==> src/rtl/asp_pkg.sv <==
// Shared widths, constants and helpers for the servo pulse mapper.
`timescale 1ns / 1ps

package asp_pkg;

    // Field widths
    localparam int CHAN_W   = 2;
    localparam int SAMPLE_W = 10;
    localparam int ANGLE_W  = 8;
    localparam int PULSE_W  = 10;

    // Default geometry of the sample store
    localparam int WINDOW_DEF   = 3;
    localparam int CHANNELS_DEF = 4;

    // Mapping constants
    localparam int ANGLE_MAX   = 180;
    localparam int ADC_FULL    = 1023;
    localparam int NARROW_BASE = 8;
    localparam int NARROW_SPAN = 30;
    localparam int NARROW_MIN  = 8;
    localparam int NARROW_MAX  = 38;
    localparam int WIDE_BASE   = 125;
    localparam int WIDE_SPAN   = 500;
    localparam int WIDE_MAX    = WIDE_BASE + WIDE_SPAN;

    // Serial divider geometry: numerator covers filtered * 180, divisor covers 1023
    localparam int DIV_NUM_W = 18;
    localparam int DIV_DEN_W = 10;
    localparam int DIV_CNT_W = $clog2(DIV_NUM_W);

    // Servos 0 and 3 are the narrow-range type
    function automatic logic is_narrow(input logic [CHAN_W-1:0] ch);
        return (ch == CHAN_W'(0)) || (ch == CHAN_W'(3));
    endfunction

    // Compare value at zero angle for the servo type
    function automatic logic [PULSE_W-1:0] pulse_base(input logic [CHAN_W-1:0] ch);
        return is_narrow(ch) ? PULSE_W'(NARROW_BASE) : PULSE_W'(WIDE_BASE);
    endfunction

endpackage

==> src/rtl/asp_ram.sv <==
// Generic single-write, single-read RAM with registered read data.
`timescale 1ns / 1ps

module asp_ram #(
    parameter int WIDTH = 8,
    parameter int DEPTH = 16,
    parameter int ADDR_W = (DEPTH > 1) ? $clog2(DEPTH) : 1
) (
    input  logic              clk,
    input  logic              wr_en,
    input  logic [ADDR_W-1:0] wr_addr,
    input  logic [WIDTH-1:0]  wr_data,
    input  logic [ADDR_W-1:0] rd_addr,
    output logic [WIDTH-1:0]  rd_data
);

    logic [WIDTH-1:0] mem [DEPTH];
    logic [WIDTH-1:0] rd_data_reg;

    // Write port
    always_ff @(posedge clk)
    begin
        if (wr_en)
        begin
            mem[wr_addr] <= wr_data;
        end
    end

    // Registered read port
    always_ff @(posedge clk)
    begin
        rd_data_reg <= mem[rd_addr];
    end

    assign rd_data = rd_data_reg;

endmodule

==> src/rtl/asp_serial_div.sv <==
// Restoring divider producing one quotient bit per cycle.
`timescale 1ns / 1ps

module asp_serial_div
    import asp_pkg::*;
(
    input  logic                 clk,
    input  logic                 rst_n,
    input  logic                 start,
    input  logic [DIV_NUM_W-1:0] numerator,
    input  logic [DIV_DEN_W-1:0] divisor,
    output logic                 done,
    output logic [DIV_NUM_W-1:0] quotient
);

    logic [DIV_NUM_W-1:0] num_reg, num_next;
    logic [DIV_DEN_W-1:0] den_reg;
    logic [DIV_DEN_W-1:0] rem_reg, rem_next;
    logic [DIV_CNT_W-1:0] cnt_reg;
    logic                 busy_reg;
    logic                 done_reg;
    logic [DIV_DEN_W:0]   trial;
    logic                 q_bit;

    // Bring down the next numerator bit and try the subtraction
    always_comb
    begin
        trial    = {rem_reg, num_reg[DIV_NUM_W-1]};
        q_bit    = (trial >= {1'b0, den_reg});
        rem_next = q_bit ? DIV_DEN_W'(trial - {1'b0, den_reg}) : trial[DIV_DEN_W-1:0];
        num_next = {num_reg[DIV_NUM_W-2:0], q_bit};
    end

    // Control: load on start, step until every bit is through
    always_ff @(posedge clk or negedge rst_n)
    begin
        if (!rst_n)
        begin
            busy_reg <= 1'b0;
            done_reg <= 1'b0;
            cnt_reg  <= '0;
        end
        else
        begin
            done_reg <= 1'b0;
            if (start)
            begin
                busy_reg <= 1'b1;
                cnt_reg  <= '0;
            end
            else if (busy_reg)
            begin
                cnt_reg <= cnt_reg + 1'b1;
                if (cnt_reg == DIV_CNT_W'(DIV_NUM_W - 1))
                begin
                    busy_reg <= 1'b0;
                    done_reg <= 1'b1;
                end
            end
        end
    end

    // Datapath: the numerator register fills with quotient bits
    always_ff @(posedge clk)
    begin
        if (start)
        begin
            num_reg <= numerator;
            den_reg <= divisor;
            rem_reg <= '0;
        end
        else if (busy_reg)
        begin
            num_reg <= num_next;
            rem_reg <= rem_next;
        end
    end

    assign done     = done_reg;
    assign quotient = num_reg;

endmodule

==> src/rtl/adc_servo_pulse_mapper.sv <==
// Top level: per-channel sample ring, floor mean and angle/pulse mapping.
`timescale 1ns / 1ps

// Each transferred sample is written to its channel's ring of WINDOW entries,
// the ring is read back one entry at a time, each through S_SUM_RD and then
// S_SUM_ACC, and summed, and the mean, the angle (mean*180/1023) and the
// pulse compare value are then worked out one after another on a shared
// bit-serial divider, one quotient bit a cycle, in three 18-bit divisions.
// The input is ready for the next sample in the cycle after the result is
// loaded into the output register. The store sits in a RAM with one valid
// flag per entry, cleared by reset, so no clearing pass is needed and
// unwritten entries count as zero. A channel at or beyond CHANNELS leaves
// the store alone and returns zero mean, zero angle, the zero-angle compare
// value and drive low. manual_drive only sets the drive flag.
module adc_servo_pulse_mapper
    import asp_pkg::*;
#(
    parameter int WINDOW   = WINDOW_DEF,
    parameter int CHANNELS = CHANNELS_DEF
) (
    input  logic                clk,
    input  logic                rst_n,
    input  logic                cfg_write_en,
    input  logic                cfg_write_data,
    input  logic                sample_valid,
    output logic                sample_stall,
    input  logic [CHAN_W-1:0]   channel,
    input  logic [SAMPLE_W-1:0] sample,
    output logic                result_valid,
    input  logic                result_stall,
    output logic [CHAN_W-1:0]   servo,
    output logic [SAMPLE_W-1:0] filtered,
    output logic [ANGLE_W-1:0]  angle,
    output logic [PULSE_W-1:0]  pulse_compare,
    output logic                drive
);

    localparam int DEPTH  = CHANNELS * WINDOW;
    localparam int ADDR_W = (DEPTH > 1) ? $clog2(DEPTH) : 1;
    localparam int CH_W   = (CHANNELS > 1) ? $clog2(CHANNELS) : 1;
    localparam int POS_W  = (WINDOW > 1) ? $clog2(WINDOW) : 1;
    localparam int CNT_W  = $clog2(WINDOW + 1);
    localparam int SUM_W  = $clog2(WINDOW * ADC_FULL + 1);

    typedef enum logic [10:0] {
        S_IDLE    = 11'b000_0000_0001,
        S_WRITE   = 11'b000_0000_0010,
        S_SUM_RD  = 11'b000_0000_0100,
        S_SUM_ACC = 11'b000_0000_1000,
        S_AVG     = 11'b000_0001_0000,
        S_AVG_W   = 11'b000_0010_0000,
        S_ANG     = 11'b000_0100_0000,
        S_ANG_W   = 11'b000_1000_0000,
        S_PUL     = 11'b001_0000_0000,
        S_PUL_W   = 11'b010_0000_0000,
        S_OUT     = 11'b100_0000_0000
    } state_t;

    state_t state_reg, state_next;

    logic                manual_drive_reg;
    logic [CHAN_W-1:0]   ch_reg;
    logic [SAMPLE_W-1:0] sample_reg;
    logic [CH_W-1:0]     ch_idx;
    logic [POS_W-1:0]    pos_reg [CHANNELS];
    logic [DEPTH-1:0]    valid_reg;
    logic [CNT_W-1:0]    rd_cnt_reg;
    logic                rd_valid_reg;
    logic [SUM_W-1:0]    sum_reg;
    logic [SAMPLE_W-1:0] filtered_reg;
    logic [ANGLE_W-1:0]  angle_reg;
    logic [PULSE_W-1:0]  pulse_reg;
    logic                drive_reg;

    logic                result_valid_reg, result_valid_next;
    logic [CHAN_W-1:0]   servo_reg;
    logic [SAMPLE_W-1:0] filtered_out_reg;
    logic [ANGLE_W-1:0]  angle_out_reg;
    logic [PULSE_W-1:0]  pulse_out_reg;
    logic                drive_out_reg;

    logic                in_xfer;
    logic                in_range;
    logic                out_load;
    logic                ram_wr_en;
    logic [ADDR_W-1:0]   wr_addr;
    logic [ADDR_W-1:0]   rd_addr;
    logic [SAMPLE_W-1:0] rd_data;
    logic                last_entry;

    logic                 div_start;
    logic [DIV_NUM_W-1:0] div_num;
    logic [DIV_DEN_W-1:0] div_den;
    logic                 div_done;
    logic [DIV_NUM_W-1:0] div_quot;

    assign in_xfer    = sample_valid && !sample_stall;
    assign in_range   = (32'(channel) < CHANNELS);
    assign out_load   = (state_reg == S_OUT) && (!result_valid_reg || !result_stall);
    assign ch_idx     = CH_W'(ch_reg);
    assign wr_addr    = ADDR_W'(int'(ch_idx) * WINDOW + int'(pos_reg[ch_idx]));
    assign rd_addr    = ADDR_W'(int'(ch_idx) * WINDOW + int'(rd_cnt_reg));
    assign ram_wr_en  = (state_reg == S_WRITE);
    assign last_entry = (rd_cnt_reg == CNT_W'(WINDOW - 1));

    // Sequencer
    always_comb
    begin
        state_next = state_reg;
        case (state_reg)
            S_IDLE:
            begin
                if (in_xfer)
                begin
                    state_next = in_range ? S_WRITE : S_OUT;
                end
            end
            S_WRITE:   state_next = S_SUM_RD;
            S_SUM_RD:  state_next = S_SUM_ACC;
            S_SUM_ACC: state_next = last_entry ? S_AVG : S_SUM_RD;
            S_AVG:     state_next = S_AVG_W;
            S_AVG_W:   state_next = div_done ? S_ANG : S_AVG_W;
            S_ANG:     state_next = S_ANG_W;
            S_ANG_W:   state_next = div_done ? S_PUL : S_ANG_W;
            S_PUL:     state_next = S_PUL_W;
            S_PUL_W:   state_next = div_done ? S_OUT : S_PUL_W;
            S_OUT:     state_next = out_load ? S_IDLE : S_OUT;
            default:   state_next = S_IDLE;
        endcase
    end

    always_ff @(posedge clk or negedge rst_n)
    begin
        if (!rst_n)
        begin
            state_reg <= S_IDLE;
        end
        else
        begin
            state_reg <= state_next;
        end
    end

    // Configuration register
    always_ff @(posedge clk or negedge rst_n)
    begin
        if (!rst_n)
        begin
            manual_drive_reg <= 1'b1;
        end
        else if (cfg_write_en)
        begin
            manual_drive_reg <= cfg_write_data;
        end
    end

    // Ring positions and entry valid flags
    always_ff @(posedge clk or negedge rst_n)
    begin
        if (!rst_n)
        begin
            valid_reg <= '0;
            for (int i = 0; i < CHANNELS; i++)
            begin
                pos_reg[i] <= '0;
            end
        end
        else if (ram_wr_en)
        begin
            valid_reg[wr_addr] <= 1'b1;
            if (pos_reg[ch_idx] == POS_W'(WINDOW - 1))
            begin
                pos_reg[ch_idx] <= '0;
            end
            else
            begin
                pos_reg[ch_idx] <= pos_reg[ch_idx] + 1'b1;
            end
        end
    end

    // Sample store
    asp_ram #(
        .WIDTH(SAMPLE_W),
        .DEPTH(DEPTH)
    ) u_store (
        .clk    (clk),
        .wr_en  (ram_wr_en),
        .wr_addr(wr_addr),
        .wr_data(sample_reg),
        .rd_addr(rd_addr),
        .rd_data(rd_data)
    );

    // Feed the shared divider for each of the three quotients
    always_comb
    begin
        div_start = 1'b0;
        div_num   = '0;
        div_den   = DIV_DEN_W'(1);
        case (state_reg)
            S_AVG:
            begin
                div_start = 1'b1;
                div_num   = DIV_NUM_W'(sum_reg);
                div_den   = DIV_DEN_W'(WINDOW);
            end
            S_ANG:
            begin
                div_start = 1'b1;
                div_num   = DIV_NUM_W'(32'(filtered_reg) * ANGLE_MAX);
                div_den   = DIV_DEN_W'(ADC_FULL);
            end
            S_PUL:
            begin
                div_start = 1'b1;
                div_num   = is_narrow(ch_reg) ? DIV_NUM_W'(32'(angle_reg) * NARROW_SPAN)
                                              : DIV_NUM_W'(32'(angle_reg) * WIDE_SPAN);
                div_den   = DIV_DEN_W'(ANGLE_MAX);
            end
            default:
            begin
                div_start = 1'b0;
            end
        endcase
    end

    asp_serial_div u_div (
        .clk      (clk),
        .rst_n    (rst_n),
        .start    (div_start),
        .numerator(div_num),
        .divisor  (div_den),
        .done     (div_done),
        .quotient (div_quot)
    );

    // Working registers: capture the item, accumulate, take each quotient
    always_ff @(posedge clk)
    begin
        case (state_reg)
            S_IDLE:
            begin
                if (in_xfer)
                begin
                    ch_reg       <= channel;
                    sample_reg   <= sample;
                    filtered_reg <= '0;
                    angle_reg    <= '0;
                    pulse_reg    <= pulse_base(channel);
                    drive_reg    <= 1'b0;
                end
            end
            S_WRITE:
            begin
                sum_reg    <= '0;
                rd_cnt_reg <= '0;
            end
            S_SUM_RD:
            begin
                rd_valid_reg <= valid_reg[rd_addr];
            end
            S_SUM_ACC:
            begin
                if (rd_valid_reg)
                begin
                    sum_reg <= sum_reg + SUM_W'(rd_data);
                end
                rd_cnt_reg <= rd_cnt_reg + 1'b1;
            end
            S_AVG_W:
            begin
                if (div_done)
                begin
                    filtered_reg <= div_quot[SAMPLE_W-1:0];
                end
            end
            S_ANG_W:
            begin
                if (div_done)
                begin
                    angle_reg <= div_quot[ANGLE_W-1:0];
                end
            end
            S_PUL_W:
            begin
                if (div_done)
                begin
                    pulse_reg <= pulse_base(ch_reg) + div_quot[PULSE_W-1:0];
                    drive_reg <= manual_drive_reg;
                end
            end
            default:
            begin
                drive_reg <= drive_reg;
            end
        endcase
    end

    // Output register: hold while stalled, drop once transferred
    always_comb
    begin
        result_valid_next = result_valid_reg;
        if (out_load)
        begin
            result_valid_next = 1'b1;
        end
        else if (!result_stall)
        begin
            result_valid_next = 1'b0;
        end
    end

    always_ff @(posedge clk or negedge rst_n)
    begin
        if (!rst_n)
        begin
            result_valid_reg <= 1'b0;
        end
        else
        begin
            result_valid_reg <= result_valid_next;
        end
    end

    always_ff @(posedge clk)
    begin
        if (out_load)
        begin
            servo_reg        <= ch_reg;
            filtered_out_reg <= filtered_reg;
            angle_out_reg    <= angle_reg;
            pulse_out_reg    <= pulse_reg;
            drive_out_reg    <= drive_reg;
        end
    end

    assign sample_stall  = (state_reg != S_IDLE);
    assign result_valid  = result_valid_reg;
    assign servo         = servo_reg;
    assign filtered      = filtered_out_reg;
    assign angle         = angle_out_reg;
    assign pulse_compare = pulse_out_reg;
    assign drive         = drive_out_reg;

endmodule

==> config.mk <==
export PLATFORM = sky130hd
export DESIGN_NAME = adc_servo_pulse_mapper
export DESIGN_NICKNAME = d
export VERILOG_FILES = /design/src/rtl/asp_pkg.sv /design/src/rtl/asp_ram.sv /design/src/rtl/asp_serial_div.sv /design/src/rtl/adc_servo_pulse_mapper.sv
export SDC_FILE = /design/constraint.sdc
export NUM_CORES = 1
export LEC_CHECK = 0
export BUFFER_PORTS_ARGS = -buffer_cell sky130_fd_sc_hd__buf_2
export CORE_ASPECT_RATIO = 1.2
export CORE_MARGIN = 2
export CORE_UTILIZATION = 57
export DETAILED_ROUTE_END_ITERATION = 10
export PLACE_DENSITY_LB_ADDON = 0.12
export SYNTH_ARGS = -nofsm -noshare
export SYNTH_HDL_FRONTEND = slang
export SYNTH_SLANG_ARGS = --single-unit
==> constraint.sdc <==
create_clock -name clk -period 4.3 [get_ports clk]
set_input_delay 0 -clock clk [delete_from_list [all_inputs] [get_ports clk]]
set_output_delay 0 -clock clk [all_outputs]
set_load 0.05 [all_outputs]
Word level (Yosys, flattened, before mapping)
Memory sizes are Yosys's and may differ from the RTL's. A register that Yosys moved wholly into a read port is not among the register bits.
Index checks and enable logic that the tools add are counted.
Storage, ports and cells
  register bits after elaboration: 165
  RAM bits: 120
  input bits: 18
  output and inout bits: 33
  word-level logic and storage cells: 151
  memories: 1
Memory list
  u_store.mem: depth 12, bits a word 10, rd ports 1, clocked after Yosys merged registers in 1, wr ports 1, RTL line asp_ram.sv:17  | logic [WIDTH-1:0] mem [DEPTH];
Cells by class
  $add $sub $neg: 8
  $mul: 4
  $lt $le $gt $ge: 6
  equal/unequal tests: 23
  multiplexer cells: 54
  bitwise logic cells: 4
  reduce and logical (&&, ||, !) cells: 23
Operators by type and width (number)
  11-bit case mux with 11 select lines: 1
  18-bit case mux with 3 select lines: 1
  10-bit 2-to-1 mux: 5
  10-bit case mux with 2 select lines: 2
  18-bit 2-to-1 mux: 2
  11-bit 2-to-1 mux: 3
  10-bit case mux with 3 select lines: 1
  8-bit 2-to-1 mux: 3
  12-bit case mux with 2 select lines: 1
  7-bit 2-to-1 mux: 3
  17-bit 2-to-1 mux: 1
  10-bit by 6-bit multiplier with 16-bit output (second input constant): 1
  8-bit case mux with 2 select lines: 1
  8-bit by 7-bit multiplier with 15-bit output (second input constant): 1
  1-bit 2-to-1 mux: 15
  5-bit 2-to-1 mux: 3
  12-bit by 10-bit adder with 12-bit output: 1
  8-bit by 4-bit multiplier with 12-bit output (second input constant): 1
  12-bit 2-to-1 mux: 1
  12-bit OR: 1
  11-bit by 1-bit equality test with 1-bit output (second input constant): 1
  11-bit by 10-bit equality test with 1-bit output (second input constant): 1
  11-bit equality test (second input constant): 1
  11-bit by 2-bit equality test with 1-bit output (second input constant): 1
  44 further kinds: 70

Longest topological paths before layout
Gate-level depths: netlist of run 1.
  word-level depth: 10
  mapped depth: 15
  depth with buffers taken out: 15

Modules after synthesis
From an unflattened synthesis of run 1, not the netlist that was laid out.
Unflattened totals
  cells, all modules: 1222
  area total of the unflattened synthesis: 15795.1 sq um
By module, submodules not included
  adc_servo_pulse_mapper: instances 1, cells each 807, area each 8697.1 sq um, sequential area each 3440.8 sq um
  asp_ram: instances 1, cells each 221, area each 4793.3 sq um, sequential area each 3803.6 sq um
  asp_serial_div: instances 1, cells each 194, area each 2304.7 sq um, sequential area each 1216.2 sq um

Worst setup path before layout of run 1
Ideal clock, no wire load.
  kind: register to register
  start: register angle_reg[0]
  end: register u_div.num_reg[12], in the netlist u_div.quotient[12], data pin
  library setup time: 261 ps
  data arrival time: 4154 ps
  data required time: 4039 ps
  setup slack: -115 ps
  stages on the path, launching flop included: 15
  path buffers: 0
  period minus slack after synthesis: 4415 ps
  cells stage by stage: edfxtp_1 -> fa_1 -> xor2_1 -> ha_1 -> inv_1 -> fa_1 -> fa_1 -> inv_1 -> ha_1 -> nand3_1 -> o211ai_1 -> o41ai_1 -> xnor2_1 -> mux2i_1 -> a221o_1
On the way
  word-level cells in the longest chain between the ends: 4
  elaborated cells between the ends (all ways): 5
  those cells by class: mul (2); mux (3)
Ends and longest elaborated chain
  start, declared: RTL line adc_servo_pulse_mapper.sv:71  | logic [ANGLE_W-1:0] angle_reg;
  start signal, assigned: RTL line adc_servo_pulse_mapper.sv:282  | angle_reg <= div_quot[ANGLE_W-1:0];
  8-bit by 7-bit multiplier with 15-bit output or 8-bit by 4-bit multiplier with 12-bit output (tied branches): RTL line adc_servo_pulse_mapper.sv:218, adc_servo_pulse_mapper.sv:217
  17-bit 2-to-1 mux (*): RTL line adc_servo_pulse_mapper.sv:217  | div_num = is_narrow(ch_reg) ? DIV_NUM_W'(32'(angle_reg) * NARROW_SPAN)
  18-bit case mux with 3 select lines (*): RTL line adc_servo_pulse_mapper.sv:201  | case (state_reg)
  18-bit 2-to-1 mux (*): RTL line asp_serial_div.sv:66  | if (start)
  end signal, assigned: RTL line asp_serial_div.sv:68  | num_reg <= numerator;
  end signal, assigned: RTL line asp_serial_div.sv:74  | num_reg <= num_next;
  end, declared: RTL line asp_serial_div.sv:16  | logic [DIV_NUM_W-1:0] num_reg, num_next;
Every way passes the cells marked *; elsewhere a longest branch is shown, timed or not.
A chain may end at the register's enable or synchronous reset.

Worst setup path after layout of run 1
  start: register angle_reg[2]
  end: register u_div.num_reg[12], in the netlist u_div.quotient[12], data pin
Same word-level chain as after synthesis.

==> results of run 1 <==
==> worst register-to-register path: cells and delay by family (launching register included) <==
kind,cells,cell delay [ps]
flip-flops,1,460
XOR/XNOR,1,180
AO/OA/AOI/OAI,3,790
adder cells (fa/ha/maj),5,2350
multiplexers,1,100
buffers and inverters,2,100
AND/OR/NAND/NOR,1,80
==> layout by cell type, fill, tap and decap left out, drive strengths merged, types with 35 or more instances in the layout <==
cell type,n
buf,96
o21ai,55
inv,126
a21oi,50
mux4,35
edfxtp,229
ha,113
nor2,85
fa,45
dfrtp,38
nand2,45
==> stage by stage <==
step	area (um2)	TNS (ps)	hold slack [ps]
floorplan	15600	0	-296
global placement	16500	-31.4	177
detailed placement	16500	-333	178
CTS	17700	-100	147
global route	17700	-876	152
finish	17700	-4.30	159
==> cell usage after synthesis (all sizes together) (4+ instances only) <==
| cell type | n |
|---|---|
| nand3 | 15 |
| o31ai | 6 |
| xor2 | 15 |
| nand2b | 6 |
| o21bai | 7 |
| mux2i | 18 |
| nor3 | 25 |
| o21ai | 55 |
| or2 | 19 |
| and2 | 24 |
| edfxtp | 229 |
| buf | 10 |
| a211oi | 13 |
| nor4b | 4 |
| nand4 | 7 |
| or3 | 8 |
| xnor2 | 31 |
| a21oi | 50 |
| nand2 | 45 |
| nor4 | 9 |
| a221oi | 4 |
| a221o | 9 |
| nor3b | 5 |
| a21o | 8 |
| dfxtp | 20 |
| o211ai | 4 |
| nor2b | 10 |
| dfrtp | 38 |
| mux2 | 12 |
| ha | 113 |
| o21a | 11 |
| mux4 | 35 |
| a22oi | 6 |
| fa | 45 |
| nor2 | 85 |
| a31oi | 7 |
| inv | 125 |
| clkbuf | 25 |
==> per-layer routing <==
| metal | up-vias | share of wire | routed length [um] | global-route usage |
|---|---|---|---|---|
| met1 | 4843 | 0.41 | 13800 | 0.294 |
| met4 | 0 | 0.036 | 1190 | 0.0852 |
| met2 | 205 | 0.52 | 17300 | 0.439 |
| li1 | 4668 | - | - | - |
| met3 | 65 | 0.038 | 1270 | 0.0274 |
| met5 | - | 0 | 0 | 0 |
==> cell type report <==
type,count,area [um2],share of cell area
inverters,126,474,0.0268
well taps,340,425,0.0241
flip-flops and latches,289,8280,0.468
clock buffers,32,737,0.0417
repair buffers,113,769,0.0435
multi-input cells,761,6790,0.384
clock inverters,20,208,0.0117
==> worst max-delay path by stage <==
stage	endpoint	slack, ps	depth (start not counted)
after detailed placement	u_div.quotient[10]$_DFFE_PP_	-140	13
after floorplan	u_div.quotient[12]$_DFFE_PP_	10	14
after global placement	u_div.quotient[12]$_DFFE_PP_	-30	14
after global routing	u_div.quotient[12]$_DFFE_PP_	-160	13
final	u_div.quotient[12]$_DFFE_PP_	-4	13
after CTS	u_div.quotient[12]$_DFFE_PP_	-80	14
==> logic make-up (layout without fill, tap and decap cells) <==
logic type	count (synthesis)	in the layout
buf+inv	161	291
flops	289	289
fa+ha+maj	158	158
compound gates	210	210
mux	65	65
xor+xnor	46	46
simple gates	282	282
==> power by group through the flow <==
stage | Combinational, W | Clock [W] | Sequential (W)
after floorplan | 0.00610 | 0 | 0.00380
after global placement | 0.00795 | 0 | 0.00389
after detailed placement | 0.00809 | 0 | 0.00390
after CTS | 0.00865 | 0.00255 | 0.00385
after global routing | 0.00975 | 0.00267 | 0.00390
final | 0.00879 | 0.00251 | 0.00385
==> timing repair <==
action	CTS	global route
pin swaps	10	11
hold endpoints to repair	55	0
setup buffers	3	2
hold buffers	17	0
cloned	0	0
gates resized for setup	12	9
endpoints found under the setup margin	4	8
==> out/qor.txt, run 1 <==
Fin crit share: 1.00
Gate Count Post-Synth: 1211
Fill count: 2037
Xor-xnor portion of the synthesized cell area: 0.0259
Drt total wl: 33500 um
Synth cell types: 73
Yosys reg bits: 289
Vias: 9781
Die Footprint: 28700 um2
GP Congestion: 0.870
Arrival time at the worst endpoint: 4600 ps
Total core area: 27000 um2
Max cap viols: 0
CP Max Fanout: 4
Starting Density: 0.577
Min-Delay Path Class: in -> async
TritonRoute pass-1 iters: 5
Non-Filler Instances: 1681
Synth top area share: 0.441
Synth Area in Simple Gates: 0.0950
DR DRC count: 0
Worst Skew: 8.42 ps
IO Pins: 51
Minimum period implied by the final worst setup slack: 4300 ps
CTS H-tree depth: 1
Clk Latency, worst-skew pair: 540 ps
Post-synth EDFFs: 229
Final ANT Viol Nets: 0
Crit-path cells: fa_1 > inv_2 > fa_1 > fa_1 > fa_1 > inv_2 > ha_4 > nand3_1 > o211ai_1 > o41ai_2 > xnor2_1 > mux2i_1 > a221o_1
DP Worst Slack: -142 ps
Root Buffer: clkbuf_16
Mapped Area: 15600 um2
Vias in the first global route: 9940
R2R cell count: 13
Site Rows: 66
R2r setup slk: -4 ps
DIE HEIGHT: 185 um
Sink Count: 289
Syn nets: 1387
Total power: 0.0151 W
VDD IR max: 0.713 mV
Worst-path cell with the longest stage delay: fa_1
Final Max Tran Viols: 0
Clock Power Share: 0.166
Initial DRC Count: 652
Mean Syn Cell Area: 12.9 um2
Net Switching: 0.00621 W
All-Layer GR Usage: 0.240
Mux share of post-synthesis cell area: 0.0708
CTS Buffer Depth: 3
Kind of cell adding the most delay to the critical path: adder cells
Crit path from: angle_reg[2]$_SDFFCE_PP0P_
Power share of the combinational group: 0.580
Slowest stage delay, CP: 590 ps
Initial antenna violation count: 0
Share of layout cells above drive strength 1: 0.175
Int Pwr: 0.00893 W
Placed cell count: 1609
CTS tree: done
Sequential share of power: 0.254
First-pass GRT wire length: 53100 um
Syn-to-layout area delta: 13.5%
Largest family of logic cells by synthesized area: adder cells
IO buf count: 50
Ys async rst share: 0.138
Setup violators final: 1
Cell mode on critical path: fa_1
Final hold violation count: 0
Compound-Gate Fraction of Synth Area: 0.0880
R2R Path End: u_div.quotient[12]$_DFFE_PP_
GRT overflow: 0
Sw Share: 0.410
CP endpoint kind: flop
Outcome: complete, but fails checks
Buf/Inv on CP: 2
Pin count of the biggest net entering global routing: 41
Relative max-transition margin: 0.200
Setup WS post-layout: -4.30 ps
Synth area leaders: edfxtp_1, ha_1, dfrtp_1
Adder-cell share of the synthesized area: 0.149
Failing checks: setup timing
# nets final: 1495
Synth warnings: 0
CP startpoint kind: flop
Top_reg_cell synth: edfxtp_1
Clock slew at the register clock pins of the worst setup and hold paths: 70 ps
Least-Margin Pin Slew: 1190 ps
Leak pwr: 7.19 nW
Largest register FFs: 120
Final antenna diode count: 0
Kind of critical path: reg -> reg
Chip Width: 155 um
Launch point of the worst reg-to-reg path: angle_reg[2]$_SDFFCE_PP0P_
Seq/Total Area, Yosys: 0.532
Drt wl/cell: 19.9 um
Fmax achieved: 232 MHz
Dpl hpwl: 23600 um
Synth area leader: edfxtp_1
RSZ-0062 raised after global routing: yes
Power Dens Cells: 856 nW/um2
Final core utilization: 0.655
TritonCTS Buffers: 28
CP required: 4600 ps
Via density: 5.82
No activity file was read; power rests on OpenSTA's default activity.
==> run 2, diff against run 1 <==
- CORE_UTILIZATION: 57 -> 59
- PLACE_DENSITY: not set -> 0.77
- PLACE_DENSITY_LB_ADDON: 0.12 -> not set
- clock period: 4.3 -> 4.5 ns (I/O delays scaled with it)
==> run 2 against run 1 <==
Against the previous run: the run now ends clean; highest routed layer unchanged; combinational power shrank 8.3%; sequential power shrank 4%; sequential cell count is the same; die area shrank 3.3%; global-route usage grew 0.23 points; clock power shrank 4%; register-to-register slack gained 120 ps.
==> out/qor.txt, run 2 (synthesis gave the netlist of run 1 again) <==
IO buf count: 50 (unchanged)
Kind of critical path: reg -> reg (unchanged)
CP startpoint kind: flop (unchanged)
Via density: 5.90 (was 5.82)
TritonRoute pass-1 iters: 5 (unchanged)
Non-Filler Instances: 1668 (was 1681)
Commonest non-fill, non-tap cells in the layout: edfxtp_1, inv_1, ha_1 (unchanged)
Power Dens Cells: 805 nW/um2 (was 856 nW/um2)
IO Pins: 51 (unchanged)
Final Max Tran Viols: 0 (unchanged)
Syn-to-layout area delta: 12.9% (was 13.5%)
CTS Buffer Depth: 3 (unchanged)
Dpl hpwl: 23500 um (was 23600 um)
Fin crit share: 0.974 (was 1.00)
Final antenna diode count: 0 (unchanged)
Setup violators final: 0 (was 1)
Die Footprint: 27700 um2 (was 28700 um2)
Fmax achieved: 228 MHz (was 232 MHz)
Arrival time at the worst endpoint: 4680 ps (was 4600 ps)
Initial DRC Count: 587 (was 652)
Crit path from: angle_reg[1]$_SDFFCE_PP0P_ (was angle_reg[2]$_SDFFCE_PP0P_)
Outcome: complete, no violations (was complete, but fails checks)
Final ANT Viol Nets: 0 (unchanged)
DR DRC count: 0 (unchanged)
Least-Margin Pin Slew: 1130 ps (was 1190 ps)
Total core area: 26100 um2 (was 27000 um2)
Commonest non-fill, non-tap cell in the layout: edfxtp_1 (unchanged)
Drt total wl: 33300 um (was 33500 um)
First-pass GRT wire length: 53100 um (about the same)
TritonCTS Buffers: 28 (unchanged)
Chip Width: 152 um (was 155 um)
Post-layout instance area: 17600 um2 (was 17700 um2)
Sink Count: 289 (unchanged)
R2r setup slk: 120 ps (was -4 ps)
CP endpoint kind: flop (unchanged)
Clock slew at the register clock pins of the worst setup and hold paths: 60 ps (was 70 ps)
DIE HEIGHT: 182 um (was 185 um)
Starting Density: 0.597 (was 0.577)
Final core utilization: 0.674 (was 0.655)
Final hold violation count: 0 (unchanged)
Worst Skew: 19.6 ps (was 8.42 ps)
Min-Delay Path Class: in -> async (unchanged)
Relative max-transition margin: 0.240 (was 0.200)
Largest register FFs: 120 (unchanged)
Max cap viols: 0 (unchanged)
# nets final: 1487 (was 1495)
Root Buffer: clkbuf_16 (unchanged)
Placed cell count: 1596 (was 1609)
Hold slack: 152 ps (was 159 ps)
Launch point of the worst reg-to-reg path: angle_reg[1]$_SDFFCE_PP0P_ (was angle_reg[2]$_SDFFCE_PP0P_)
CTS tree: done (unchanged)
Leak pwr: 7.14 nW (was 7.19 nW)
Drt wl/cell: 19.9 um (about the same)
GP Congestion: 0.875 (was 0.870)
GRT overflow: 0 (unchanged)
CP required: 4790 ps (was 4600 ps)
All-Layer GR Usage: 0.242 (was 0.240)
Vias: 9849 (was 9781)
CTS H-tree depth: 1 (unchanged)
Vias in the first global route: 10300 (was 9940)
VDD IR max: 0.522 mV (was 0.713 mV)
Dpl cell area: 16400 um2 (was 16500 um2)
Site Rows: 65 (was 66)
CP Max Fanout: 5 (was 4)
Share of layout cells above drive strength 1: 0.167 (was 0.175)
Pin count of the biggest net entering global routing: 41 (unchanged)
Initial antenna violation count: 0 (unchanged)
TNS Setup: 0 ps (was -4.30 ps)
Clk Latency, worst-skew pair: 550 ps (was 540 ps)
Minimum period implied by the final worst setup slack: 4380 ps (was 4300 ps)
run 2: repair_timing:
| action | CTS | global route |
|---|---|---|
| setup buffers | 0 | 3 |
| hold buffers | 17 | 0 |
| endpoints found under the setup margin | 1 | 7 |
| hold endpoints to repair | 55 | 0 |
| resized for setup | 1 | 11 |
| pin swaps | 0 | 9 |
run 2: worst max-delay path, stage by stage (launching register included):
cell and delay, ps:
edfxtp_1 470, fa_1 650, xor2_2 210, ha_1 260, inv_1 80, fa_1 450
fa_1 520, inv_1 60, ha_4 260, nand3_1 80, o211ai_1 130, o41ai_2 300
buf_4 180, xnor2_1 110, mux2i_1 80, a221o_1 290
run 2: per-layer routing:
metal | vias to the layer above | GRT usage | part of all wire
met5 | - | 0 | 0
met4 | 0 | 0.110 | 0.049
met3 | 90 | 0.0348 | 0.045
met2 | 252 | 0.435 | 0.51
met1 | 4850 | 0.289 | 0.39
li1 | 4657 | - | -
run 2: worst paths after layout:
| kind | to | depth (start not counted) |
|---|---|---|
| worst min-delay path | pos_reg[2]$_DFFE_PN0P_ | 2 |
| worst max-delay path | u_div.quotient[12]$_DFFE_PP_ | 15 |
| min in group clk | sample_reg[4]$_DFFE_PP_ | 2 |
| max in group asynchronous | valid_reg[11]$_DFFE_PN0P_ | 2 |
| worst max register to register | u_div.quotient[12]$_DFFE_PP_ | 15 |
| worst min register to register | pulse_compare[7]$_DFFE_PP_ | 0 |
run 2: report_power, final:
group	total, W	switching (W)	internal (W)
Combinational	0.00806	0.00450	0.00356
Sequential	0.00370	0.000307	0.00339
Clock	0.00240	0.00101	0.00140
Total	0.0142	0.00581	0.00835
run 2: metrics by stage:
stage                     power, W  worst slack, ps
after floorplan            0.00938             85.2
after CTS                   0.0138             3.23
after global routing        0.0152            -45.6
final                       0.0142              115
after detailed placement    0.0113            -36.6
after global placement      0.0111              148
run 2: final cells by class:
| type | instances | area, um2 |
|---|---|---|
| fillers | 1857 | 8520 |
| clock inverters | 19 | 220 |
| inverters | 126 | 474 |
| repair buffers | 105 | 706 |
| clock buffers | 33 | 729 |
| well taps | 335 | 419 |
| multi-input cells | 761 | 6760 |
| flip-flops and latches | 289 | 8280 |
